[config.mk]
export PLATFORM = sky130hd
export DESIGN_NAME = pan_tilt_aim_controller_top_flat
export DESIGN_NICKNAME = d
export VERILOG_FILES = /design/src/sv/pta_pkg.sv /design/src/sv/pta_if.sv /design/src/sv/pta_axis.sv /design/src/sv/pta_ctrl.sv /design/src/sv/pan_tilt_aim_controller_top.sv /design/src/flat_wrapper.sv
export VERILOG_INCLUDE_DIRS = /design/src /design/src/sv
export SDC_FILE = /design/constraint.sdc
export NUM_CORES = 2
export LEC_CHECK = 0
export CAP_MARGIN = 20
export CORE_MARGIN = 5
export CORE_UTILIZATION = 45
export CTS_CLUSTER_DIAMETER = 100
export DETAILED_ROUTE_END_ITERATION = 7
export DONT_BUFFER_PORTS = 1
export GPL_TIMING_DRIVEN = 0
export SYNTH_ARGS = -nofsm -noshare
export SYNTH_HDL_FRONTEND = slang
export SYNTH_SLANG_ARGS = --single-unit
[constraint.sdc]
create_clock -name clk -period 27.6 [get_ports clk]
set_clock_uncertainty 0.15 [all_clocks]
set_input_delay 8.28 -clock clk [delete_from_list [all_inputs] [get_ports clk]]
set_output_delay 8.28 -clock clk [all_outputs]
set_load 0.05 [all_outputs]
[src/sv/pan_tilt_aim_controller_top_assert.svh]
// assertion macros used by the aim controller's pta_ctrl module
`ifndef PAN_TILT_AIM_CONTROLLER_TOP_ASSERT_SVH
`define PAN_TILT_AIM_CONTROLLER_TOP_ASSERT_SVH

`ifndef SYNTHESIS
// same-cycle implication, checked on every rising clock edge outside reset
`define PTA_ASSERT_NOW(lbl, ante, cons) \
  lbl: assert property (@(posedge clk) disable iff (!rst_n) (ante) |-> (cons)) \
    else $error("pta assertion failed");
// next-cycle implication
`define PTA_ASSERT_NEXT(lbl, ante, cons) \
  lbl: assert property (@(posedge clk) disable iff (!rst_n) (ante) |=> (cons)) \
    else $error("pta assertion failed");
`else
`define PTA_ASSERT_NOW(lbl, ante, cons)
`define PTA_ASSERT_NEXT(lbl, ante, cons)
`endif

`endif

[src/sv/pta_pkg.sv]
// shared types, constants and helpers for the pan/tilt aim controller
`default_nettype none

package pta_pkg;

  localparam int SHOT_TOTAL = 3;

  localparam int POS_W   = 22;
  localparam int PIX_W   = 12;
  localparam int GAIN_W  = 8;
  localparam int MISS_W  = 8;
  localparam int SHOT_W  = 2;
  localparam int CFG_W   = 44;
  localparam int CFG_IDX_W = 3;

  // register reset values
  localparam logic [23:0] THRESH_RST  = 24'h00A00A;
  localparam logic [15:0] GAINS_RST   = 16'h0101;
  localparam logic [35:0] AIM_RST     = 36'h0;
  localparam logic [43:0] LIMITS_RST  = {22'h3FFFFF, 22'h000000};
  localparam logic [43:0] HOME_RST    = 44'h0;
  localparam logic [7:0]  LOST_RST    = 8'd10;

  typedef enum logic [1:0] {
    KIND_TARGET = 2'd0,
    KIND_MISS   = 2'd1,
    KIND_ACK    = 2'd2
  } kind_t;

  typedef enum logic [CFG_IDX_W-1:0] {
    REG_THRESH    = 3'd0,
    REG_GAINS     = 3'd1,
    REG_AIM_X     = 3'd2,
    REG_AIM_Y     = 3'd3,
    REG_PAN_LIM   = 3'd4,
    REG_TILT_LIM  = 3'd5,
    REG_HOME      = 3'd6,
    REG_LOST      = 3'd7
  } cfg_idx_t;

  // held input item
  typedef struct packed {
    logic [1:0]       kind;
    logic [PIX_W-1:0] centroid_x;
    logic [PIX_W-1:0] centroid_y;
  } item_t;

  // per-axis step result back to the controller
  typedef struct packed {
    logic             in_win;
    logic [POS_W-1:0] move_pos;
  } axis_res_t;

  // aim point of the current barrel; a count of three wraps to barrel one
  function automatic logic [PIX_W-1:0] pick_point(input logic [3*PIX_W-1:0] pts,
                                                  input logic [SHOT_W-1:0] shot);
    logic [PIX_W-1:0] p;
    case (shot)
      2'd1:    p = pts[2*PIX_W-1:PIX_W];
      2'd2:    p = pts[3*PIX_W-1:2*PIX_W];
      default: p = pts[PIX_W-1:0];
    endcase
    return p;
  endfunction

endpackage

`default_nettype wire

[src/sv/pta_if.sv]
// item channel interfaces for camera input and servo command output
`default_nettype none

interface pta_in_if;
  logic        valid;
  logic        ready;
  logic [1:0]  kind;
  logic [11:0] centroid_x;
  logic [11:0] centroid_y;

  modport source (output valid, kind, centroid_x, centroid_y, input ready);
  modport sink   (input valid, kind, centroid_x, centroid_y, output ready);
endinterface

interface pta_out_if;
  logic        valid;
  logic        ready;
  logic [21:0] pan_command;
  logic [21:0] tilt_command;
  logic        pan_moved;
  logic        tilt_moved;
  logic        fire_request;
  logic [1:0]  shots_done;
  logic        finished;

  modport source (output valid, pan_command, tilt_command, pan_moved, tilt_moved,
                  fire_request, shots_done, finished, input ready);
  modport sink   (input valid, pan_command, tilt_command, pan_moved, tilt_moved,
                  fire_request, shots_done, finished, output ready);
endinterface

`default_nettype wire

[src/sv/pta_axis.sv]
// one axis: error against aim point, threshold compare, gain step and clamp
`default_nettype none

module pta_axis (
  input  wire logic [pta_pkg::POS_W-1:0]  pos,
  input  wire logic [pta_pkg::PIX_W-1:0]  aim,
  input  wire logic [pta_pkg::PIX_W-1:0]  centroid,
  input  wire logic [pta_pkg::PIX_W-1:0]  thresh,
  input  wire logic [pta_pkg::GAIN_W-1:0] gain,
  input  wire logic [2*pta_pkg::POS_W-1:0] limits,
  output pta_pkg::axis_res_t              res
);

  logic signed [12:0] err;
  logic        [12:0] err_abs;
  logic signed [20:0] gain_ext;
  logic signed [20:0] err_ext;
  logic signed [20:0] prod;
  logic signed [23:0] sum;
  logic signed [23:0] lo_ext;
  logic signed [23:0] hi_ext;
  logic               over;

  // signed error and its magnitude
  assign err     = $signed({1'b0, aim}) - $signed({1'b0, centroid});
  assign err_abs = err[12] ? 13'(-err) : err;
  assign over    = err_abs > {1'b0, thresh};

  // gain times error, applied only above threshold
  assign gain_ext = {{13{gain[7]}}, gain};
  assign err_ext  = {{8{err[12]}}, err};
  assign prod     = gain_ext * err_ext;
  assign sum      = $signed({2'b00, pos}) + (over ? {{3{prod[20]}}, prod} : 24'sd0);

  // clamp, minimum checked first
  assign lo_ext = $signed({2'b00, limits[pta_pkg::POS_W-1:0]});
  assign hi_ext = $signed({2'b00, limits[2*pta_pkg::POS_W-1:pta_pkg::POS_W]});

  always_comb begin
    res.in_win = err_abs < {1'b0, thresh};
    if (sum < lo_ext) begin
      res.move_pos = lo_ext[pta_pkg::POS_W-1:0];
    end else if (sum > hi_ext) begin
      res.move_pos = hi_ext[pta_pkg::POS_W-1:0];
    end else begin
      res.move_pos = sum[pta_pkg::POS_W-1:0];
    end
  end

endmodule

`default_nettype wire

[src/sv/pta_ctrl.sv]
// input register, tracking state, fire handshake and result register
`default_nettype none
`include "pan_tilt_aim_controller_top_assert.svh"

module pta_ctrl (
  input  wire logic                          clk,
  input  wire logic                          rst_n,
  pta_in_if.sink                             in_ch,
  pta_out_if.source                          out_ch,
  input  wire logic [2*pta_pkg::POS_W-1:0]   home,
  input  wire logic [pta_pkg::MISS_W-1:0]    lost_limit,
  input  wire pta_pkg::axis_res_t            pan_res,
  input  wire pta_pkg::axis_res_t            tilt_res,
  output pta_pkg::item_t                     item,
  output logic [pta_pkg::POS_W-1:0]          pan_pos,
  output logic [pta_pkg::POS_W-1:0]          tilt_pos,
  output logic [pta_pkg::SHOT_W-1:0]         shot_count
);

  pta_pkg::item_t              item_r;
  logic                        item_vld_r;
  logic [pta_pkg::POS_W-1:0]   pan_r, pan_nxt;
  logic [pta_pkg::POS_W-1:0]   tilt_r, tilt_nxt;
  logic [pta_pkg::SHOT_W-1:0]  shot_r, shot_nxt;
  logic [pta_pkg::MISS_W-1:0]  miss_r, miss_nxt;
  logic                        await_r, await_nxt;
  logic [pta_pkg::MISS_W:0]    miss_inc;
  logic                        done;
  logic                        advance;
  logic                        in_acc;

  logic                        out_vld_r;
  logic [pta_pkg::POS_W-1:0]   out_pan_r;
  logic [pta_pkg::POS_W-1:0]   out_tilt_r;
  logic                        out_pmov_r;
  logic                        out_tmov_r;
  logic                        out_fire_r;
  logic [pta_pkg::SHOT_W-1:0]  out_shot_r;
  logic                        out_fin_r;

  // handshake: the held item moves on when the result register is free
  assign advance     = item_vld_r && (!out_vld_r || out_ch.ready);
  assign in_ch.ready = !item_vld_r || advance;
  assign in_acc      = in_ch.valid && in_ch.ready;

  assign item       = item_r;
  assign pan_pos    = pan_r;
  assign tilt_pos   = tilt_r;
  assign shot_count = shot_r;

  // input register
  always_ff @(posedge clk) begin
    if (!rst_n) begin
      item_vld_r <= 1'b0;
    end else if (in_acc) begin
      item_vld_r <= 1'b1;
    end else if (advance) begin
      item_vld_r <= 1'b0;
    end
  end

  always_ff @(posedge clk) begin
    if (in_acc) begin
      item_r.kind       <= in_ch.kind;
      item_r.centroid_x <= in_ch.centroid_x;
      item_r.centroid_y <= in_ch.centroid_y;
    end
  end

  // next tracking state for the held item
  assign done     = shot_r >= pta_pkg::SHOT_W'(pta_pkg::SHOT_TOTAL);
  assign miss_inc = {1'b0, miss_r} + 9'd1;

  always_comb begin
    pan_nxt   = pan_r;
    tilt_nxt  = tilt_r;
    shot_nxt  = shot_r;
    miss_nxt  = miss_r;
    await_nxt = await_r;
    if (!done) begin
      case (pta_pkg::kind_t'(item_r.kind))
        pta_pkg::KIND_TARGET: begin
          if (!await_r) begin
            miss_nxt = '0;
            if (pan_res.in_win && tilt_res.in_win) begin
              await_nxt = 1'b1;
            end else begin
              pan_nxt  = pan_res.move_pos;
              tilt_nxt = tilt_res.move_pos;
            end
          end
        end
        pta_pkg::KIND_MISS: begin
          if (!await_r) begin
            if (miss_inc > {1'b0, lost_limit}) begin
              pan_nxt  = home[pta_pkg::POS_W-1:0];
              tilt_nxt = home[2*pta_pkg::POS_W-1:pta_pkg::POS_W];
              miss_nxt = '0;
            end else begin
              miss_nxt = miss_inc[pta_pkg::MISS_W-1:0];
            end
          end
        end
        pta_pkg::KIND_ACK: begin
          if (await_r) begin
            await_nxt = 1'b0;
            shot_nxt  = shot_r + 2'd1;
          end
        end
        default: begin
        end
      endcase
    end
  end

  // tracking state, home position of the register at reset
  always_ff @(posedge clk) begin
    if (!rst_n) begin
      pan_r   <= pta_pkg::HOME_RST[pta_pkg::POS_W-1:0];
      tilt_r  <= pta_pkg::HOME_RST[2*pta_pkg::POS_W-1:pta_pkg::POS_W];
      shot_r  <= '0;
      miss_r  <= '0;
      await_r <= 1'b0;
    end else if (advance) begin
      pan_r   <= pan_nxt;
      tilt_r  <= tilt_nxt;
      shot_r  <= shot_nxt;
      miss_r  <= miss_nxt;
      await_r <= await_nxt;
    end
  end

  // result register
  always_ff @(posedge clk) begin
    if (!rst_n) begin
      out_vld_r <= 1'b0;
    end else if (advance) begin
      out_vld_r <= 1'b1;
    end else if (out_ch.ready) begin
      out_vld_r <= 1'b0;
    end
  end

  always_ff @(posedge clk) begin
    if (advance) begin
      out_pan_r  <= pan_nxt;
      out_tilt_r <= tilt_nxt;
      out_pmov_r <= pan_nxt != pan_r;
      out_tmov_r <= tilt_nxt != tilt_r;
      out_fire_r <= await_nxt;
      out_shot_r <= shot_nxt;
      out_fin_r  <= shot_nxt >= pta_pkg::SHOT_W'(pta_pkg::SHOT_TOTAL);
    end
  end

  assign out_ch.valid        = out_vld_r;
  assign out_ch.pan_command  = out_pan_r;
  assign out_ch.tilt_command = out_tilt_r;
  assign out_ch.pan_moved    = out_pmov_r;
  assign out_ch.tilt_moved   = out_tmov_r;
  assign out_ch.fire_request = out_fire_r;
  assign out_ch.shots_done   = out_shot_r;
  assign out_ch.finished     = out_fin_r;

  // checks
  `PTA_ASSERT_NEXT(a_done_holds, done, $stable(pan_r) && $stable(tilt_r) && $stable(shot_r))
  `PTA_ASSERT_NEXT(a_await_holds, await_r, $stable(pan_r) && $stable(tilt_r))
  `PTA_ASSERT_NEXT(a_adv_result, advance, out_vld_r && (out_fire_r == await_r))
  `PTA_ASSERT_NOW(a_fin_flag, out_vld_r && out_fin_r, !out_fire_r)

endmodule

`default_nettype wire

[src/sv/pan_tilt_aim_controller_top.sv]
// Pan/tilt aim controller top: configuration registers, two axis units, controller.
// Data path: an accepted item sits in the input register; its result is registered in the
//   result register once that register is free or being read.
// Throughput: one item per cycle while the receiver keeps taking results.
// Reset (synchronous, rst_n low): registers take their reset values, axes sit at
//   home, shot, miss and fire state clear, both channels empty.
`default_nettype none

module pan_tilt_aim_controller_top (
  input  wire logic                             clk,
  input  wire logic                             rst_n,
  input  wire logic                             cfg_wr_en,
  input  wire logic [pta_pkg::CFG_IDX_W-1:0]    cfg_index,
  input  wire logic [pta_pkg::CFG_W-1:0]        cfg_wdata,
  pta_in_if.sink                                in_ch,
  pta_out_if.source                             out_ch
);

  logic [23:0] thresh_r;
  logic [15:0] gains_r;
  logic [35:0] aim_x_r;
  logic [35:0] aim_y_r;
  logic [43:0] pan_lim_r;
  logic [43:0] tilt_lim_r;
  logic [43:0] home_r;
  logic [7:0]  lost_r;

  pta_pkg::item_t                item;
  pta_pkg::axis_res_t            pan_res;
  pta_pkg::axis_res_t            tilt_res;
  logic [pta_pkg::POS_W-1:0]     pan_pos;
  logic [pta_pkg::POS_W-1:0]     tilt_pos;
  logic [pta_pkg::SHOT_W-1:0]    shot_count;

  // configuration registers
  always_ff @(posedge clk) begin
    if (!rst_n) begin
      thresh_r   <= pta_pkg::THRESH_RST;
      gains_r    <= pta_pkg::GAINS_RST;
      aim_x_r    <= pta_pkg::AIM_RST;
      aim_y_r    <= pta_pkg::AIM_RST;
      pan_lim_r  <= pta_pkg::LIMITS_RST;
      tilt_lim_r <= pta_pkg::LIMITS_RST;
      home_r     <= pta_pkg::HOME_RST;
      lost_r     <= pta_pkg::LOST_RST;
    end else if (cfg_wr_en) begin
      case (pta_pkg::cfg_idx_t'(cfg_index))
        pta_pkg::REG_THRESH:   thresh_r   <= cfg_wdata[23:0];
        pta_pkg::REG_GAINS:    gains_r    <= cfg_wdata[15:0];
        pta_pkg::REG_AIM_X:    aim_x_r    <= cfg_wdata[35:0];
        pta_pkg::REG_AIM_Y:    aim_y_r    <= cfg_wdata[35:0];
        pta_pkg::REG_PAN_LIM:  pan_lim_r  <= cfg_wdata;
        pta_pkg::REG_TILT_LIM: tilt_lim_r <= cfg_wdata;
        pta_pkg::REG_HOME:     home_r     <= cfg_wdata;
        pta_pkg::REG_LOST:     lost_r     <= cfg_wdata[7:0];
        default: begin
        end
      endcase
    end
  end

  // pan axis
  pta_axis u_pan (
    .pos      (pan_pos),
    .aim      (pta_pkg::pick_point(aim_x_r, shot_count)),
    .centroid (item.centroid_x),
    .thresh   (thresh_r[11:0]),
    .gain     (gains_r[7:0]),
    .limits   (pan_lim_r),
    .res      (pan_res)
  );

  // tilt axis
  pta_axis u_tilt (
    .pos      (tilt_pos),
    .aim      (pta_pkg::pick_point(aim_y_r, shot_count)),
    .centroid (item.centroid_y),
    .thresh   (thresh_r[23:12]),
    .gain     (gains_r[15:8]),
    .limits   (tilt_lim_r),
    .res      (tilt_res)
  );

  // controller
  pta_ctrl u_ctrl (
    .clk        (clk),
    .rst_n      (rst_n),
    .in_ch      (in_ch),
    .out_ch     (out_ch),
    .home       (home_r),
    .lost_limit (lost_r),
    .pan_res    (pan_res),
    .tilt_res   (tilt_res),
    .item       (item),
    .pan_pos    (pan_pos),
    .tilt_pos   (tilt_pos),
    .shot_count (shot_count)
  );

endmodule

`default_nettype wire

[src/flat_wrapper.sv]
// flat-port wrapper written by rule: the top's interface ports become plain ports
module pan_tilt_aim_controller_top_flat 
  (clk, rst_n, cfg_wr_en, cfg_index, cfg_wdata, in_ch_valid, in_ch_kind, in_ch_centroid_x, in_ch_centroid_y, in_ch_ready, out_ch_valid, out_ch_pan_command, out_ch_tilt_command, out_ch_pan_moved, out_ch_tilt_moved, out_ch_fire_request, out_ch_shots_done, out_ch_finished, out_ch_ready);
  pta_in_if in_ch_i ();
  pta_out_if out_ch_i ();
  input  wire logic clk;
  input  wire logic rst_n;
  input  wire logic cfg_wr_en;
  input  wire logic [pta_pkg::CFG_IDX_W-1:0] cfg_index;
  input  wire logic [pta_pkg::CFG_W-1:0] cfg_wdata;
  input wire logic [$bits(in_ch_i.valid)-1:0] in_ch_valid;
  input wire logic [$bits(in_ch_i.kind)-1:0] in_ch_kind;
  input wire logic [$bits(in_ch_i.centroid_x)-1:0] in_ch_centroid_x;
  input wire logic [$bits(in_ch_i.centroid_y)-1:0] in_ch_centroid_y;
  output wire logic [$bits(in_ch_i.ready)-1:0] in_ch_ready;
  output wire logic [$bits(out_ch_i.valid)-1:0] out_ch_valid;
  output wire logic [$bits(out_ch_i.pan_command)-1:0] out_ch_pan_command;
  output wire logic [$bits(out_ch_i.tilt_command)-1:0] out_ch_tilt_command;
  output wire logic [$bits(out_ch_i.pan_moved)-1:0] out_ch_pan_moved;
  output wire logic [$bits(out_ch_i.tilt_moved)-1:0] out_ch_tilt_moved;
  output wire logic [$bits(out_ch_i.fire_request)-1:0] out_ch_fire_request;
  output wire logic [$bits(out_ch_i.shots_done)-1:0] out_ch_shots_done;
  output wire logic [$bits(out_ch_i.finished)-1:0] out_ch_finished;
  input wire logic [$bits(out_ch_i.ready)-1:0] out_ch_ready;
  assign in_ch_i.valid = in_ch_valid;
  assign in_ch_i.kind = in_ch_kind;
  assign in_ch_i.centroid_x = in_ch_centroid_x;
  assign in_ch_i.centroid_y = in_ch_centroid_y;
  assign in_ch_ready = in_ch_i.ready;
  assign out_ch_valid = out_ch_i.valid;
  assign out_ch_pan_command = out_ch_i.pan_command;
  assign out_ch_tilt_command = out_ch_i.tilt_command;
  assign out_ch_pan_moved = out_ch_i.pan_moved;
  assign out_ch_tilt_moved = out_ch_i.tilt_moved;
  assign out_ch_fire_request = out_ch_i.fire_request;
  assign out_ch_shots_done = out_ch_i.shots_done;
  assign out_ch_finished = out_ch_i.finished;
  assign out_ch_i.ready = out_ch_ready;
  pan_tilt_aim_controller_top u_core (.clk(clk), .rst_n(rst_n), .cfg_wr_en(cfg_wr_en), .cfg_index(cfg_index), .cfg_wdata(cfg_wdata), .in_ch(in_ch_i), .out_ch(out_ch_i));
endmodule
==> results_dict.tcl <==
set metrics [dict create \
    fin_nets 4690 \
    reg2reg_depth 58 \
    synth_edf_count 76 \
    cts-root-buf "clkbuf_16" \
    ys_ff_latch 385 \
    yosysSeqAreaShare_pct 26.1 \
    cts_buffers 43 \
    fillerInstances 7150 \
    dp_slack_ps 10310 \
    seq_area_um2 8470 \
    post_cts_buffers 0 \
    startpoint_type "input pin" \
    crit_slowest_cell "nand2_1" \
    worstPathCellList "nor2b_1 -> nand2_1" \
    syn_area_um2 32400 \
    hp-class "flip-flop to flip-flop" \
    ys_async_sr_fraction_pct 0 \
    io_pins 130 \
    place_hpwl_mm 100 \
    critical_path_buf_inv_count 0 \
    gp_congestion 1.04 \
    grt_pass1_wl_mm 187 \
    avgSynthCellArea_um2 7.87 \
    max_stage_delay_ps 370 \
    tns_ps 0 \
    crit_fanout 4 \
    r2r-end "u_core.u_ctrl.out_ch.tilt_moved$_DFFE_PP_" \
    cts.repair.resized 0 \
    reg2reg_from "u_core.u_ctrl.shot_count[0]$_SDFFE_PN0P_" \
    worstSkewPairLatency_ps 600 \
    critPathArrivalTime_ps 8860 \
    rsz0062_at_grt "no" \
    ff2ff_setup_slack_ps 12150 \
    die_area_um2 77600 \
    worst_pin_slew_ps 1170 \
    yosysUniqueCellTypes 84 \
    cts_tree "built" \
    via_per_inst 5.91 \
    cp_data_required_time_ps 19170 \
    clkSinkCount 385 \
    cp_top_family "simple AND/OR/NAND/NOR gates" \
    initial_core_util_pct 45.4 \
    peakVddDrop_mv 0.0580 \
    period_share_pct 62.6 \
    coreArea_um2 71500 \
    cts_hold_buffers 0 \
    wirelength_mm 126 \
    ys.flop_type "dfxtp_1" \
    yosysWarnings 0 \
    cap_violations 0 \
    grt_max_degree 36 \
    drive_gt1_share_pct 3.38 \
    multiInputGateArea_um2 21500 \
    rows 98 \
    antenna_found_initial 9 \
    slew_headroom_pct 19.7 \
    startpoint "out_ch_ready" \
    drt_pre_antenna_iters 8 \
    grt-ovfl-total 0 \
    ys_top_cells_by_area "dfxtp_1, fa_1, ha_1" \
    grt_pass1_vias 29200 \
    setup_viol 0 \
    die_x_um 279 \
    yosys-top-cells-count "nand2_1, a21oi_1, inv_1" \
    power.leakage_nw 14.6 \
    htree_num_levels 2 \
    worstSetupPathType "input pin to primary output" \
    syn2layout_area_growth_pct 8.30 \
    path_clk_slew_ps 60 \
    drt-wirelength-per-cell_um 24.3 \
    synth_top_cell_by_area "dfxtp_1" \
    fin_ws_ps 10310 \
    hold_slack_ps 305 \
    ant_nets 0 \
    min_period_ps 17290 \
    cts_buffer_depth 3 \
    crit_cells 2 \
    status "finished clean" \
    finalPower_mw 2.23 \
    drc 0 \
    syn_inst 4125 \
    slew_violations 0 \
    num_vias 30600 \
    critPathCaptureType "primary output" \
    synth_top_area_share_pct 19.1 \
    syn_nets 4643 \
    drtIter0Drc 3138 \
    crit_path_end "in_ch_ready" \
    die_y_um 279 \
    synth_most_common_cell "nand2_1" \
    numPortBuffers 0 \
    fmax_mhz 57.8 \
    powerDensity_nw_per_um2 63.5 \
    finalHoldViolCount 0 \
    grtUsageTotal_pct 31.3 \
]
==> sequential cells by signal, summed over array words and instances (netlist names), 24 cells and up <==
signal / count
u_core.aim_y_r: 36
u_core.u_ctrl.item: 26
u_core.aim_x_r: 36
u_core.tilt_lim_r: 44
u_core.home_r: 44
u_core.thresh_r: 24
u_core.pan_lim_r: 44
==> power breakdown <==
part	total (mW)	switching [mW]	leakage (nW)	internal (mW)
logic	0.987	0.649	10.7	0.338
clock network	0.599	0.258	0.698	0.342
registers	0.645	0.0453	3.23	0.599
total	2.23	0.952	14.6	1.28
==> through the flow <==
stage	cell area (µm²)	instances	util, %
floorplan	32400	4125	-
global placement	33600	5075	47.0
detailed placement	33700	5076	47.1
CTS	35100	5156	49.1
global route	35100	5166	49.1
finish	35100	5169	49.2
==> per-layer routing <==
| metal | part of all wire, % | global-route usage, % |
|---|---|---|
| met5 | 0.016 | 0 |
| met4 | 5.3 | 13.5 |
| met3 | 10 | 8.05 |
| met2 | 42 | 46.9 |
| met1 | 43 | 43.1 |
==> logic make-up (layout without fill, tap and decap cells) <==
group / Yosys count / count (layout) / synth area share (%)
flip-flops: 385 / 385 / 26.1
buffers and inverters: 658 / 740 / 7.72
AND/OR/NAND/NOR: 1380 / 1380 / 19.2
multiplexers: 56 / 56 / 1.80
other: 0 / 12 / 0
adder cells (fa/ha/maj): 440 / 440 / 21.0
AO/OA/AOI/OAI: 1081 / 1081 / 20.8
XOR/XNOR: 125 / 125 / 3.37
==> cells in the final DEF (no fill, tap or decap), types with 28 or more instances in the layout <==
cell / n
nor3_1: 39
clkbuf_1: 176
mux2i_1: 38
a22oi_1: 33
ha_1: 266
a21oi_1: 475
o21ai_0: 145
clkbuf_16: 44
nand3_1: 59
edfxtp_1: 76
and3_1: 28
xnor2_1: 79
nand2_1: 715
a211oi_1: 37
and2_1: 133
a21o_1: 64
o211ai_1: 72
nand2b_1: 29
nor2_1: 231
fa_1: 174
xor2_1: 46
nor2b_1: 41
dfxtp_1: 309
inv_1: 449
==> how the worst min path moves through the flow <==
stage	startpoint	depth (start not counted)	slack, ps	end
detailed placement	u_core.thresh_r[17]$_SDFFE_PN0P_	2	300	u_core.thresh_r[17]$_SDFFE_PN0P_
global placement	u_core.aim_y_r[19]$_SDFFE_PN0P_	2	290	u_core.aim_y_r[19]$_SDFFE_PN0P_
floorplan	u_core.home_r[3]$_SDFFE_PN0P_	2	290	u_core.home_r[3]$_SDFFE_PN0P_
finish	u_core.aim_x_r[23]$_SDFFE_PN0P_	2	300	u_core.aim_x_r[23]$_SDFFE_PN0P_
CTS	u_core.thresh_r[17]$_SDFFE_PN0P_	2	310	u_core.thresh_r[17]$_SDFFE_PN0P_
global route	u_core.tilt_lim_r[17]$_SDFFE_PN0P_	2	320	u_core.tilt_lim_r[17]$_SDFFE_PN0P_
==> final cells by class <==
class / count / area share [%]
Buffer: 206 / 2.30
Clock inverter: 34 / 0.958
Multi-Input combinational cell: 3082 / 61.1
Tap cell: 950 / 3.38
Antenna cell: 12 / 0.0855
Sequential cell: 385 / 24.1
Inverter: 452 / 4.83
Timing Repair Buffer: 2 / 0.0783
Clock buffer: 46 / 3.15
Power figures use the tool's default switching activity.
